===== src/sv/ffra_pkg.sv =====
`timescale 1ns / 1ps

package ffra_pkg;

	// table geometry
	localparam int TABLE_ENTRIES = 16;
	localparam int ADDR_BITS     = 32;
	localparam int IDX_BITS      = $clog2(TABLE_ENTRIES);
	localparam int CMP_BITS      = (ADDR_BITS > 32) ? ADDR_BITS : 32;

	typedef logic [ADDR_BITS-1:0] addr_t;
	typedef logic [IDX_BITS-1:0]  idx_t;

	// entry type codes
	localparam logic [2:0] TYPE_UNUSED = 3'd0;
	localparam logic [2:0] TYPE_FREE   = 3'd1;

	typedef enum logic [1:0] {
		KIND_FORMAT = 2'd0,
		KIND_SIZE   = 2'd1,
		KIND_REGION = 2'd2,
		KIND_READ   = 2'd3
	} kind_t;

	typedef enum logic [1:0] {
		ST_OK      = 2'd0,
		ST_NOSPACE = 2'd1,
		ST_FULL    = 2'd2,
		ST_BAD     = 2'd3
	} status_t;

	// one range descriptor as held in the table memory
	typedef struct packed {
		logic [2:0] etype;
		addr_t      start_addr;
		addr_t      end_addr;
	} entry_t;

	localparam int ENTRY_BITS = $bits(entry_t);

	typedef struct packed {
		status_t code;
		idx_t    index;
		entry_t  entry;
	} result_t;

	// datapath operations issued by the controller
	typedef enum logic [3:0] {
		OP_NONE,
		OP_LOAD,
		OP_FORMAT,
		OP_ERROR,
		OP_READ_ISSUE,
		OP_READ_DONE,
		OP_SCAN_CLEAR,
		OP_SCAN_STEP,
		OP_DECIDE,
		OP_WRITE_FREE,
		OP_WRITE_SPLIT,
		OP_PUBLISH
	} op_t;

	typedef struct packed {
		op_t op;
	} cmd_t;

	typedef struct packed {
		kind_t   kind;
		logic    bad;
		logic    scan_last;
		status_t verdict;
		logic    split;
	} stat_t;

endpackage


===== src/sv/first_fit_range_allocator_unit.sv =====
`timescale 1ns / 1ps

// First-fit range allocator over a table of TABLE_ENTRIES range descriptors
// (type, inclusive start and end address) held in a single-port-write,
// registered-read memory. Format, read and bad requests do not walk the
// table; allocate by size and allocate region walk the whole table one entry
// per cycle through the memory read port and then write up to three entries
// through its single write port; a failed allocation writes none, and only a
// split writes the third entry. One request is worked on at a time; its
// result waits in an output register and the next request is taken once that
// result has been staged. After reset every entry reads as unused with zero
// addresses; no clearing pass is needed.

module first_fit_range_allocator_unit (
	input  logic        clk,
	input  logic        arst_n,
	input  logic        in_valid,
	output logic        in_stall,
	input  logic [1:0]  kind,
	input  logic [31:0] alloc_size,
	input  logic [31:0] region_start,
	input  logic [31:0] region_end,
	input  logic [2:0]  file_type,
	input  logic [3:0]  entry_index,
	output logic        out_valid,
	input  logic        out_stall,
	output logic [1:0]  status,
	output logic [3:0]  result_index,
	output logic [31:0] result_start,
	output logic [31:0] result_end,
	output logic [2:0]  result_type
);

	import ffra_pkg::*;

	cmd_t  cmd;
	stat_t stat;

	// sequencer
	ffra_ctrl u_ctrl (
		.clk      (clk),
		.arst_n   (arst_n),
		.in_valid (in_valid),
		.in_stall (in_stall),
		.out_valid(out_valid),
		.out_stall(out_stall),
		.stat     (stat),
		.cmd      (cmd)
	);

	// table, scan and result datapath
	ffra_datapath u_datapath (
		.clk         (clk),
		.arst_n      (arst_n),
		.cmd         (cmd),
		.stat        (stat),
		.kind        (kind),
		.alloc_size  (alloc_size),
		.region_start(region_start),
		.region_end  (region_end),
		.file_type   (file_type),
		.entry_index (entry_index),
		.status      (status),
		.result_index(result_index),
		.result_start(result_start),
		.result_end  (result_end),
		.result_type (result_type)
	);

endmodule


===== src/sv/ffra_ram.sv =====
`timescale 1ns / 1ps

module ffra_ram #(
	parameter int WIDTH = 8,
	parameter int DEPTH = 16
) (
	input  logic                     clk,
	input  logic                     we,
	input  logic [$clog2(DEPTH)-1:0] waddr,
	input  logic [WIDTH-1:0]         wdata,
	input  logic [$clog2(DEPTH)-1:0] raddr,
	output logic [WIDTH-1:0]         rdata
);

	logic [WIDTH-1:0] mem_q [DEPTH];

	// one write port, registered read port
	always_ff @(posedge clk) begin
		if (we) begin
			mem_q[waddr] <= wdata;
		end
		rdata <= mem_q[raddr];
	end

endmodule


===== src/sv/ffra_datapath.sv =====
`timescale 1ns / 1ps

module ffra_datapath (
	input  logic           clk,
	input  logic           arst_n,
	input  ffra_pkg::cmd_t cmd,
	output ffra_pkg::stat_t stat,
	input  logic [1:0]     kind,
	input  logic [31:0]    alloc_size,
	input  logic [31:0]    region_start,
	input  logic [31:0]    region_end,
	input  logic [2:0]     file_type,
	input  logic [3:0]     entry_index,
	output logic [1:0]     status,
	output logic [3:0]     result_index,
	output logic [31:0]    result_start,
	output logic [31:0]    result_end,
	output logic [2:0]     result_type
);

	import ffra_pkg::*;

	// request registers
	kind_t      kind_q;
	logic [31:0] size_m1_q;
	logic       size_zero_q;
	addr_t      rs_q;
	addr_t      re_q;
	logic [2:0] ftype_q;
	logic [3:0] idx_q;

	// scan state
	idx_t   scan_q;
	logic   rd_vld_s1;
	logic   rd_live_s1;
	idx_t   rd_idx_s1;
	logic   found_q;
	idx_t   fr_idx_q;
	addr_t  fr_start_q;
	addr_t  fr_end_q;
	logic   nu_found_q;
	idx_t   nu_q;
	logic   sp_found_q;
	idx_t   sp_q;

	logic [TABLE_ENTRIES-1:0] valid_q;

	result_t res_q;
	result_t out_q;

	// memory port signals
	logic                  ram_we;
	idx_t                  ram_waddr;
	entry_t                ram_wdata;
	idx_t                  ram_raddr;
	logic [ENTRY_BITS-1:0] ram_rdata;
	entry_t                rd_entry;

	// derived values
	addr_t   size_end;
	addr_t   span;
	logic    match;
	logic    split;
	status_t verdict;
	entry_t  new_entry;
	entry_t  fr_entry;
	entry_t  sp_entry;
	logic    bad;

	// capture the request beat
	always_ff @(posedge clk) begin
		if (cmd.op == OP_LOAD) begin
			kind_q      <= kind_t'(kind);
			size_m1_q   <= alloc_size - 32'd1;
			size_zero_q <= (alloc_size == 32'd0);
			rs_q        <= ADDR_BITS'(region_start);
			re_q        <= ADDR_BITS'(region_end);
			ftype_q     <= file_type;
			idx_q       <= entry_index;
		end
	end

	// request sanity
	always_comb begin
		unique case (kind_q)
			KIND_FORMAT: bad = (re_q < rs_q);
			KIND_READ:   bad = (int'(idx_q) >= TABLE_ENTRIES);
			KIND_SIZE:   bad = (ftype_q < 3'd2) || size_zero_q;
			KIND_REGION: bad = (ftype_q < 3'd2) || (re_q < rs_q);
			default:     bad = 1'b1;
		endcase
	end

	// table memory, entries never written read as zero
	ffra_ram #(
		.WIDTH(ENTRY_BITS),
		.DEPTH(TABLE_ENTRIES)
	) u_ram (
		.clk  (clk),
		.we   (ram_we),
		.waddr(ram_waddr),
		.wdata(ram_wdata),
		.raddr(ram_raddr),
		.rdata(ram_rdata)
	);

	assign ram_raddr = (cmd.op == OP_READ_ISSUE) ? IDX_BITS'(idx_q) : scan_q;
	assign rd_entry  = rd_live_s1 ? entry_t'(ram_rdata) : '0;

	// per-entry valid bits
	always_ff @(posedge clk or negedge arst_n) begin
		if (!arst_n) begin
			valid_q <= '0;
		end else if (cmd.op == OP_FORMAT) begin
			valid_q <= TABLE_ENTRIES'(1);
		end else if (ram_we) begin
			valid_q[ram_waddr] <= 1'b1;
		end
	end

	// read pipeline flags
	always_ff @(posedge clk or negedge arst_n) begin
		if (!arst_n) begin
			rd_vld_s1  <= 1'b0;
			rd_live_s1 <= 1'b0;
		end else begin
			rd_vld_s1  <= (cmd.op == OP_SCAN_STEP);
			rd_live_s1 <= valid_q[ram_raddr];
		end
	end

	always_ff @(posedge clk) begin
		rd_idx_s1 <= ram_raddr;
	end

	// candidate test for the entry coming back from the memory
	assign span = rd_entry.end_addr - rd_entry.start_addr;

	always_comb begin
		if (kind_q == KIND_SIZE) begin
			match = (rd_entry.etype == TYPE_FREE) &&
				(rd_entry.end_addr >= rd_entry.start_addr) &&
				(CMP_BITS'(span) >= CMP_BITS'(size_m1_q));
		end else begin
			match = (rd_entry.etype == TYPE_FREE) &&
				(rd_entry.start_addr <= rs_q) && (rd_entry.end_addr >= re_q);
		end
	end

	// scan over the table: first fit plus first two unused entries
	always_ff @(posedge clk or negedge arst_n) begin
		if (!arst_n) begin
			scan_q     <= '0;
			found_q    <= 1'b0;
			nu_found_q <= 1'b0;
			sp_found_q <= 1'b0;
		end else if (cmd.op == OP_SCAN_CLEAR) begin
			scan_q     <= '0;
			found_q    <= 1'b0;
			nu_found_q <= 1'b0;
			sp_found_q <= 1'b0;
		end else begin
			if (cmd.op == OP_SCAN_STEP) begin
				scan_q <= scan_q + idx_t'(1);
			end
			if (rd_vld_s1) begin
				if (match && !found_q) begin
					found_q <= 1'b1;
				end
				if (rd_entry.etype == TYPE_UNUSED) begin
					if (!nu_found_q) begin
						nu_found_q <= 1'b1;
					end else if (!sp_found_q) begin
						sp_found_q <= 1'b1;
					end
				end
			end
		end
	end

	always_ff @(posedge clk) begin
		if (rd_vld_s1) begin
			if (match && !found_q) begin
				fr_idx_q   <= rd_idx_s1;
				fr_start_q <= rd_entry.start_addr;
				fr_end_q   <= rd_entry.end_addr;
			end
			if (rd_entry.etype == TYPE_UNUSED) begin
				if (!nu_found_q) begin
					nu_q <= rd_idx_s1;
				end else if (!sp_found_q) begin
					sp_q <= rd_idx_s1;
				end
			end
		end
	end

	// allocation outcome
	assign size_end = fr_start_q + ADDR_BITS'(size_m1_q);
	assign split    = (kind_q == KIND_REGION) && (fr_start_q != rs_q) && (fr_end_q != re_q);

	always_comb begin
		priority if (!found_q) begin
			verdict = ST_NOSPACE;
		end else if (!nu_found_q) begin
			verdict = ST_FULL;
		end else if (split && !sp_found_q) begin
			verdict = ST_FULL;
		end else begin
			verdict = ST_OK;
		end
	end

	always_comb begin
		sp_entry = '{etype: TYPE_FREE, start_addr: re_q + addr_t'(1), end_addr: fr_end_q};
		if (kind_q == KIND_SIZE) begin
			new_entry = '{etype: ftype_q, start_addr: fr_start_q, end_addr: size_end};
			if (size_end == fr_end_q) begin
				fr_entry = '{etype: TYPE_UNUSED, start_addr: fr_start_q, end_addr: fr_end_q};
			end else begin
				fr_entry = '{etype: TYPE_FREE, start_addr: size_end + addr_t'(1),
					end_addr: fr_end_q};
			end
		end else begin
			new_entry = '{etype: ftype_q, start_addr: rs_q, end_addr: re_q};
			// front trim moves start, back trim and split move end
			fr_entry.etype = ((fr_start_q == rs_q) && (fr_end_q == re_q)) ?
				TYPE_UNUSED : TYPE_FREE;
			fr_entry.start_addr = ((fr_start_q == rs_q) && (fr_end_q != re_q)) ?
				re_q + addr_t'(1) : fr_start_q;
			fr_entry.end_addr = (fr_start_q != rs_q) ? rs_q - addr_t'(1) : fr_end_q;
		end
	end

	// memory write port
	always_comb begin
		ram_we    = 1'b0;
		ram_waddr = '0;
		ram_wdata = '0;
		unique case (cmd.op)
			OP_FORMAT: begin
				ram_we    = 1'b1;
				ram_wdata = '{etype: TYPE_FREE, start_addr: rs_q, end_addr: re_q};
			end
			OP_DECIDE: begin
				ram_we    = (verdict == ST_OK);
				ram_waddr = nu_q;
				ram_wdata = new_entry;
			end
			OP_WRITE_FREE: begin
				ram_we    = 1'b1;
				ram_waddr = fr_idx_q;
				ram_wdata = fr_entry;
			end
			OP_WRITE_SPLIT: begin
				ram_we    = 1'b1;
				ram_waddr = sp_q;
				ram_wdata = sp_entry;
			end
			default: begin
				ram_we = 1'b0;
			end
		endcase
	end

	// staged result
	always_ff @(posedge clk) begin
		unique case (cmd.op)
			OP_FORMAT: begin
				res_q <= '{code: ST_OK, index: '0,
					entry: '{etype: TYPE_FREE, start_addr: rs_q, end_addr: re_q}};
			end
			OP_ERROR: begin
				res_q <= '{code: ST_BAD, index: '0, entry: '0};
			end
			OP_READ_DONE: begin
				res_q <= '{code: ST_OK, index: IDX_BITS'(idx_q), entry: rd_entry};
			end
			OP_DECIDE: begin
				if (verdict == ST_OK) begin
					res_q <= '{code: ST_OK, index: nu_q, entry: new_entry};
				end else begin
					res_q <= '{code: verdict, index: '0, entry: '0};
				end
			end
			default: begin
				res_q <= res_q;
			end
		endcase
	end

	// output register, held while the result beat is stalled
	always_ff @(posedge clk) begin
		if (cmd.op == OP_PUBLISH) begin
			out_q <= res_q;
		end
	end

	assign status       = out_q.code;
	assign result_index = 4'(out_q.index);
	assign result_start = 32'(out_q.entry.start_addr);
	assign result_end   = 32'(out_q.entry.end_addr);
	assign result_type  = out_q.entry.etype;

	// status towards the controller
	assign stat.kind      = kind_q;
	assign stat.bad       = bad;
	assign stat.scan_last = (scan_q == idx_t'(TABLE_ENTRIES - 1));
	assign stat.verdict   = verdict;
	assign stat.split     = split;

endmodule


===== src/sv/ffra_ctrl.sv =====
`timescale 1ns / 1ps

module ffra_ctrl (
	input  logic            clk,
	input  logic            arst_n,
	input  logic            in_valid,
	output logic            in_stall,
	output logic            out_valid,
	input  logic            out_stall,
	input  ffra_pkg::stat_t stat,
	output ffra_pkg::cmd_t  cmd
);

	import ffra_pkg::*;

	typedef enum logic [3:0] {
		S_IDLE,
		S_CHECK,
		S_READ,
		S_SCAN,
		S_DRAIN,
		S_DECIDE,
		S_FREE,
		S_SPLIT,
		S_DONE
	} state_t;

	state_t state_q;
	logic   out_valid_q;
	logic   publish;

	assign in_stall  = (state_q != S_IDLE);
	assign out_valid = out_valid_q;
	assign publish   = (state_q == S_DONE) && (!out_valid_q || !out_stall);

	// datapath operation for the current state
	always_comb begin
		cmd.op = OP_NONE;
		unique case (state_q)
			S_IDLE: begin
				if (in_valid) begin
					cmd.op = OP_LOAD;
				end
			end
			S_CHECK: begin
				if (stat.bad) begin
					cmd.op = OP_ERROR;
				end else begin
					unique case (stat.kind)
						KIND_FORMAT: cmd.op = OP_FORMAT;
						KIND_READ:   cmd.op = OP_READ_ISSUE;
						default:     cmd.op = OP_SCAN_CLEAR;
					endcase
				end
			end
			S_READ:   cmd.op = OP_READ_DONE;
			S_SCAN:   cmd.op = OP_SCAN_STEP;
			S_DRAIN:  cmd.op = OP_NONE;
			S_DECIDE: cmd.op = OP_DECIDE;
			S_FREE:   cmd.op = OP_WRITE_FREE;
			S_SPLIT:  cmd.op = OP_WRITE_SPLIT;
			S_DONE: begin
				if (publish) begin
					cmd.op = OP_PUBLISH;
				end
			end
			default:  cmd.op = OP_NONE;
		endcase
	end

	// state and result valid
	always_ff @(posedge clk or negedge arst_n) begin
		if (!arst_n) begin
			state_q     <= S_IDLE;
			out_valid_q <= 1'b0;
		end else begin
			if (publish) begin
				out_valid_q <= 1'b1;
			end else if (!out_stall) begin
				out_valid_q <= 1'b0;
			end
			unique case (state_q)
				S_IDLE: begin
					if (in_valid) begin
						state_q <= S_CHECK;
					end
				end
				S_CHECK: begin
					if (stat.bad) begin
						state_q <= S_DONE;
					end else begin
						unique case (stat.kind)
							KIND_FORMAT: state_q <= S_DONE;
							KIND_READ:   state_q <= S_READ;
							default:     state_q <= S_SCAN;
						endcase
					end
				end
				S_READ: begin
					state_q <= S_DONE;
				end
				S_SCAN: begin
					if (stat.scan_last) begin
						state_q <= S_DRAIN;
					end
				end
				S_DRAIN: begin
					state_q <= S_DECIDE;
				end
				S_DECIDE: begin
					state_q <= (stat.verdict == ST_OK) ? S_FREE : S_DONE;
				end
				S_FREE: begin
					state_q <= stat.split ? S_SPLIT : S_DONE;
				end
				S_SPLIT: begin
					state_q <= S_DONE;
				end
				S_DONE: begin
					if (publish) begin
						state_q <= S_IDLE;
					end
				end
				default: begin
					state_q <= S_IDLE;
				end
			endcase
		end
	end

endmodule


===== config.mk =====
export PLATFORM = sky130hd
export DESIGN_NAME = first_fit_range_allocator_unit
export DESIGN_NICKNAME = d
export VERILOG_FILES = /design/src/sv/ffra_pkg.sv /design/src/sv/first_fit_range_allocator_unit.sv /design/src/sv/ffra_ram.sv /design/src/sv/ffra_datapath.sv /design/src/sv/ffra_ctrl.sv
export SDC_FILE = /design/constraint.sdc
export NUM_CORES = 2
export LEC_CHECK = 0
export ABC_AREA = 1
export BUFFER_PORTS_ARGS = -buffer_cell sky130_fd_sc_hd__buf_4
export CAP_MARGIN = 25
export CORE_AREA = 2 2 440 442
export DETAILED_ROUTE_END_ITERATION = 16
export DIE_AREA = 0 0 442 444
export PLACE_DENSITY = 0.61
export SLEW_MARGIN = 20
export SYNTH_ARGS = -nofsm -noshare
export SYNTH_HDL_FRONTEND = slang
export SYNTH_HIERARCHICAL = 1
export SYNTH_SLANG_ARGS = --single-unit

===== constraint.sdc =====
create_clock -name clk -period 9.5 [get_ports clk]
set_clock_uncertainty 0.05 [all_clocks]
set_input_delay 0.95 -clock clk [delete_from_list [all_inputs] [get_ports clk]]
set_output_delay 0.95 -clock clk [all_outputs]
set_load 0.01 [all_outputs]

; Word-level counts from Yosys, hierarchy flattened
; Memory sizes are Yosys's and may differ from the RTL's. A register that Yosys moved wholly into a read port is not among the register bits.
; Index checks and enable logic that the tools add are counted.
[word_totals]
regBits = 362
n_memories = 1
elab_cells = 179
inputBits = 109
ram_bits = 1072
[op_classes]
n_eq_ne = 33
n_mux = 53
n_reduce_logical = 41
n_bitwise = 3
n_addsub = 7
magnitude_cmp = 9
[mem_list]
columns = name, depth, word_bits, rd, rd_clocked_by_memory_dff, wr, line_no
row1 = u_datapath.u_ram.mem_q, 16, 67, 1, 1, 1, ffra_ram.sv:15  ; logic [WIDTH-1:0] mem_q [DEPTH];
[ops]
columns = cell, n
row1 = case mux 73 bit (4 select lines), 1
row2 = case mux 67 bit (4 select lines), 1
row3 = 2-to-1 mux 67 bit, 2
row4 = == test 32 bit, 3
row5 = >= comparator 32 bit, 3
row6 = 2-to-1 mux 73 bit, 1
row7 = 2-to-1 mux 65 bit, 1
row8 = adder 32 x 1 -> 32 bit (second input constant), 2
row9 = 2-to-1 mux 32 bit, 2
row10 = 2-to-1 mux 64 bit, 1
row11 = inequality test 32 bit, 2
row12 = case mux 4 bit (8 select lines), 2
row13 = subtractor 32 x 1 -> 32 bit (second input constant), 2
row14 = 2-to-1 mux 4 bit, 11
row15 = adder 32 bit, 1
row16 = == test 4 x 3 -> 1 bit (second input constant), 8
row17 = <= comparator 32 bit, 1
row18 = zero test 32 bit, 1
row19 = < comparator 32 bit, 1
row20 = 2-to-1 mux 16 bit, 2
row21 = subtractor 32 bit, 1
row22 = == test 4 bit (second input constant), 6
row23 = 2-to-1 mux 1 bit, 19
row24 = == test 4 x 2 -> 1 bit (second input constant), 4
row25 = other kinds (33), 68

; Logic depth before layout (Yosys ltp)
[depth]
depth_word = 14
ltp_mapped = 32
depth_no_buf = 29

; By module
; The synthesis kept the hierarchy.
[by_module_without_submodules]
columns = mod, seq_area_each_um2, instances, cells_each, area_each_um2
row1 = ffra_ram, 33532.2, 1, 4407, 47113.9
row2 = ffra_datapath, 10555.1, 1, 3774, 28468.6
row3 = ffra_ctrl, 125.1, 1, 82, 494.2

; Worst setup path after synthesis
; Ideal clock, no wire load.
[synth_timing]
kind = reg-to-reg
from = reg u_datapath.rs_q[14]
to = reg u_datapath.ftype_q[0] (enable)
path_stages_with_launch = 19
slack_ns = 2.186
t_arrival_ns = 6.691
cell_sequence = edfxtp_1 clkbuf_1 inv_1 ha_1 nand2_1 inv_1 nand3_1 o41ai_1 nand3_1 o2111ai_1 nand2_1 buf_4 inv_1 nand2_1 nand2_1 nand4_1 nor2_1 inv_1 nor2_1
[synth_rtl]
columns = item, line_no
row1 = start: declaration, ffra_datapath.sv:27  ; addr_t rs_q;
row2 = start signal: assignment, ffra_datapath.sv:76  ; rs_q <= ADDR_BITS'(region_start);
row3 = end signal: assignment, ffra_datapath.sv:78  ; ftype_q <= file_type;
row4 = end: declaration, ffra_datapath.sv:29  ; logic [2:0] ftype_q;

==> metrics <==
worst min path class=input pin to asynchronous set/reset pin; worst-path fanout max=137; 1st-iter DRT viols=6969; cell area after layout=85700 sq um; Placer Congestion=1.04; vias in the first global route=55500; final setup vio count=0; Internal Power=18.5 mW; Ports=184; Post-synth EDFFs=1400; Ys Warns=6; Syn Inst Count=8263; Fmax=139 MHz; Rows=161; setup bufs post-CTS=0; die area=196000 sq um; Switching Fraction=0.489; htree depth=4; Routed Wire Length=273000 um; Setup crit start kind=flip-flop; most frequent cells in the layout=nand2_1, edfxtp_1, inv_1; clock latency on the worst-skew pair=0.84 ns; first-pass GRT wire length=388000 um; Slew headroom=0.163; multi-input logic area=25300 sq um; CTS Hold Buffers Added=0; 1st-pass router iterations=8; outcome=finished, final reports clean; syn nets=8572; grt ovf=0; chip width=442 um; Initial Util=0.397; Die Span Y=444 um; number of CTS-inserted buffers=163; Final Cycle Share=0.759; DRC violations left=0; Static Leak=37.2 nW; Antenna Violating Nets Remaining=0; clock slew at reported path FFs=0.06 ns; initial antenna violation count=4; total track usage=0.271; vias per cell=5.37; Yosys reg bits=1501; register area=44200 sq um; top cell type's share of synthesized area=0.553; VDD IR-drop max=0.000543 V; Sw Pwr=17.7 mW; total of max-cap violations=0; Syn Area/Cell=9.21 sq um; Area growth syn-to-layout=12.6%; Worst Max-Slew Pin Slew=1.26 ns; Tmin final=7.21 ns; post-CTS sizing=0; synthesized cell area=76100 sq um; Req. time, crit path=10.20 ns; Netlist cell types=65; maximum root-to-sink buffer count=3; Setup crit end kind=flip-flop; largest net degree at the start of global routing=275; critical path arrival=7.91 ns; wire per inst=24.7 um; largest area contributor in the netlist=edfxtp_1; sequential-to-total area share from yosys stat=0.581; Seq pwr share=0.302; share of cells above drive strength 1=0.0803; Final Hold Fails=0; PortBufs=183; top cells by area, synth=edfxtp_1, nand2_1, nand3_1, inv_1, ha_1; commonest non-fill, non-tap cell in the layout=nand2_1; TritonCTS clock tree=yes; Core ar.=192000 sq um; RSZ-0062 raised after global routing=no; Synth async-reset ratio=0.0200; clk sinks=1501; combinational share of power=0.521; Worst Hold Slack=0.0435 ns; CTS Root Cell=clkbuf_16; nets=8675; vias=59200; Power Total=36.1 mW; Clock power frac=0.178; setup total negative slack=0 ns; Synth Flop Type=edfxtp_1; area post-placement=80200 sq um; DP Wirelength=184000 um; fillers=18100; CP Class=flip-flop to flip-flop; Final Slew Violations=0; Cell Pwr Density=422 nW/um^2
## flip-flops by register name (all words and copies together) (netlist names), 3 cells and up
| signal | count |
|---|---|
| u_datapath/scan_q | 4 |
| u_datapath/size_m1_q | 32 |
| u_datapath/result_start | 32 |
| u_datapath/fr_idx_q | 4 |
| u_datapath/ftype_q | 3 |
| u_datapath/rs_q | 32 |
| u_datapath/fr_end_q | 32 |
| u_datapath/sp_q | 4 |
| u_datapath/result_index | 4 |
| u_datapath/res_q | 73 |
| u_datapath/re_q | 32 |
| u_datapath/rd_idx_s1 | 4 |
| u_datapath/u_ram/mem_q | 1072 |
| u_ctrl/state_q | 4 |
| u_datapath/result_end | 32 |
| u_datapath/idx_q | 4 |
| u_datapath/result_type | 3 |
| u_datapath/valid_q | 16 |
| u_datapath/nu_q | 4 |
| u_datapath/fr_start_q | 32 |
| u_datapath/u_ram/rdata | 67 |
## stage by stage
step | utilization | instances | setup slack, ns
after CTS | 0.447 | 11000 | 2.39
after detailed placement | 0.419 | 10700 | 2.42
after global placement | 0.418 | 10700 | 2.38
final | 0.447 | 11000 | 2.29
after global routing | 0.447 | 11000 | 2.03
after floorplan | - | 8263 | 2.19
## final timing paths
kind / start / to / slack (ns) / cells after the start
worst max-delay path: u_datapath/rs_q[15] / u_datapath/u_ram/rdata[38] / 2.29 / 23
max in group asynchronous: arst_n / u_datapath/rd_live_s1 / 8.97 / 1
min in group clk: region_start[29] / u_datapath/rs_q[29] / 0.24 / 1
worst min-delay path: arst_n / u_ctrl/state_q[2] / 0.04 / 1
worst max register to register: u_datapath/rs_q[15] / u_datapath/u_ram/rdata[38] / 2.29 / 23
worst min register to register: u_datapath/res_q[24] / u_datapath/result_end[24] / 0.36 / 0
## logic make-up (layout without fill, tap and decap cells)
| group | Yosys count | in the layout | share of synthesized area |
|---|---|---|---|
| AOI/OAI and AO/OA | 595 | 595 | 0.0483 |
| xor gates and xnor gates | 171 | 171 | 0.0201 |
| adders and majority gates | 200 | 200 | 0.0331 |
| buffers and inverters | 1731 | 1975 | 0.0898 |
| DFF | 1501 | 1501 | 0.581 |
| other | 0 | 4 | 0 |
| and+or+nand+nor | 4065 | 4065 | 0.228 |
## critical path, cell delays in order, from the launching register on
cell       delay (ns)
edfxtp_1         0.43
inv_1            0.20
ha_1             0.35
nand2_1          0.08
inv_1            0.06
nand3_1          0.11
o41ai_2          1.01
nand3_1          0.14
o2111ai_1        0.15
nand2_1          0.16
inv_1            0.12
nand2_1          0.06
nand2_1          0.06
nand4_1          0.15
nor2_1           0.19
nand2_1          0.28
o21ai_0          0.86
inv_8            0.45
inv_8            0.96
buf_4            0.54
nand3_1          0.15
nand3_1          0.14
nand3_1          0.08
nand2_1          0.10
## metal layers
layer,routed length (um),track usage
met5,0,0
met4,14400,0.135
met3,20400,0.0371
met2,124000,0.426
met1,114000,0.370
## cell type report
cell class / count / share of cell area
flip-flops and latches: 1501 / 0.516
clock inverters: 86 / 0.0119
diodes: 4 / 0.000117
clock buffers: 220 / 0.0515
multi-input cells: 5031 / 0.295
inverters: 1388 / 0.0613
repair buffers: 281 / 0.0269
well taps: 2526 / 0.0369
## synth_stat cells (12+ instances only)
cell type,instances
nand2_1,2431
edfxtp_1,1400
inv_1,1358
nand3_1,1030
nor2_1,343
ha_1,198
a21oi_1,188
o21ai_0,165
buf_2,150
xor2_1,129
clkbuf_1,126
nand4_1,76
o211ai_1,76
dfxtp_1,71
nor3_1,50
nand2_2,42
xnor2_1,40
buf_1,33
o221ai_1,32
dfrtp_1,30
nand3b_1,28
a211oi_1,26
buf_4,26
a221oi_1,18
inv_2,17
o2111ai_1,15
a221o_1,13
nor2_2,13
o22ai_1,12
## power by group through the flow
stage / combinational, mW / sequential [mW] / clock [mW]
after floorplan: 12.0 / 10.5 / 0
after global placement: 18.3 / 11.0 / 0
after detailed placement: 18.4 / 11.0 / 0
after CTS: 18.5 / 10.9 / 6.53
after global routing: 20.4 / 10.9 / 6.78
final: 18.8 / 10.9 / 6.42
(Power assumes the default switching activity.)
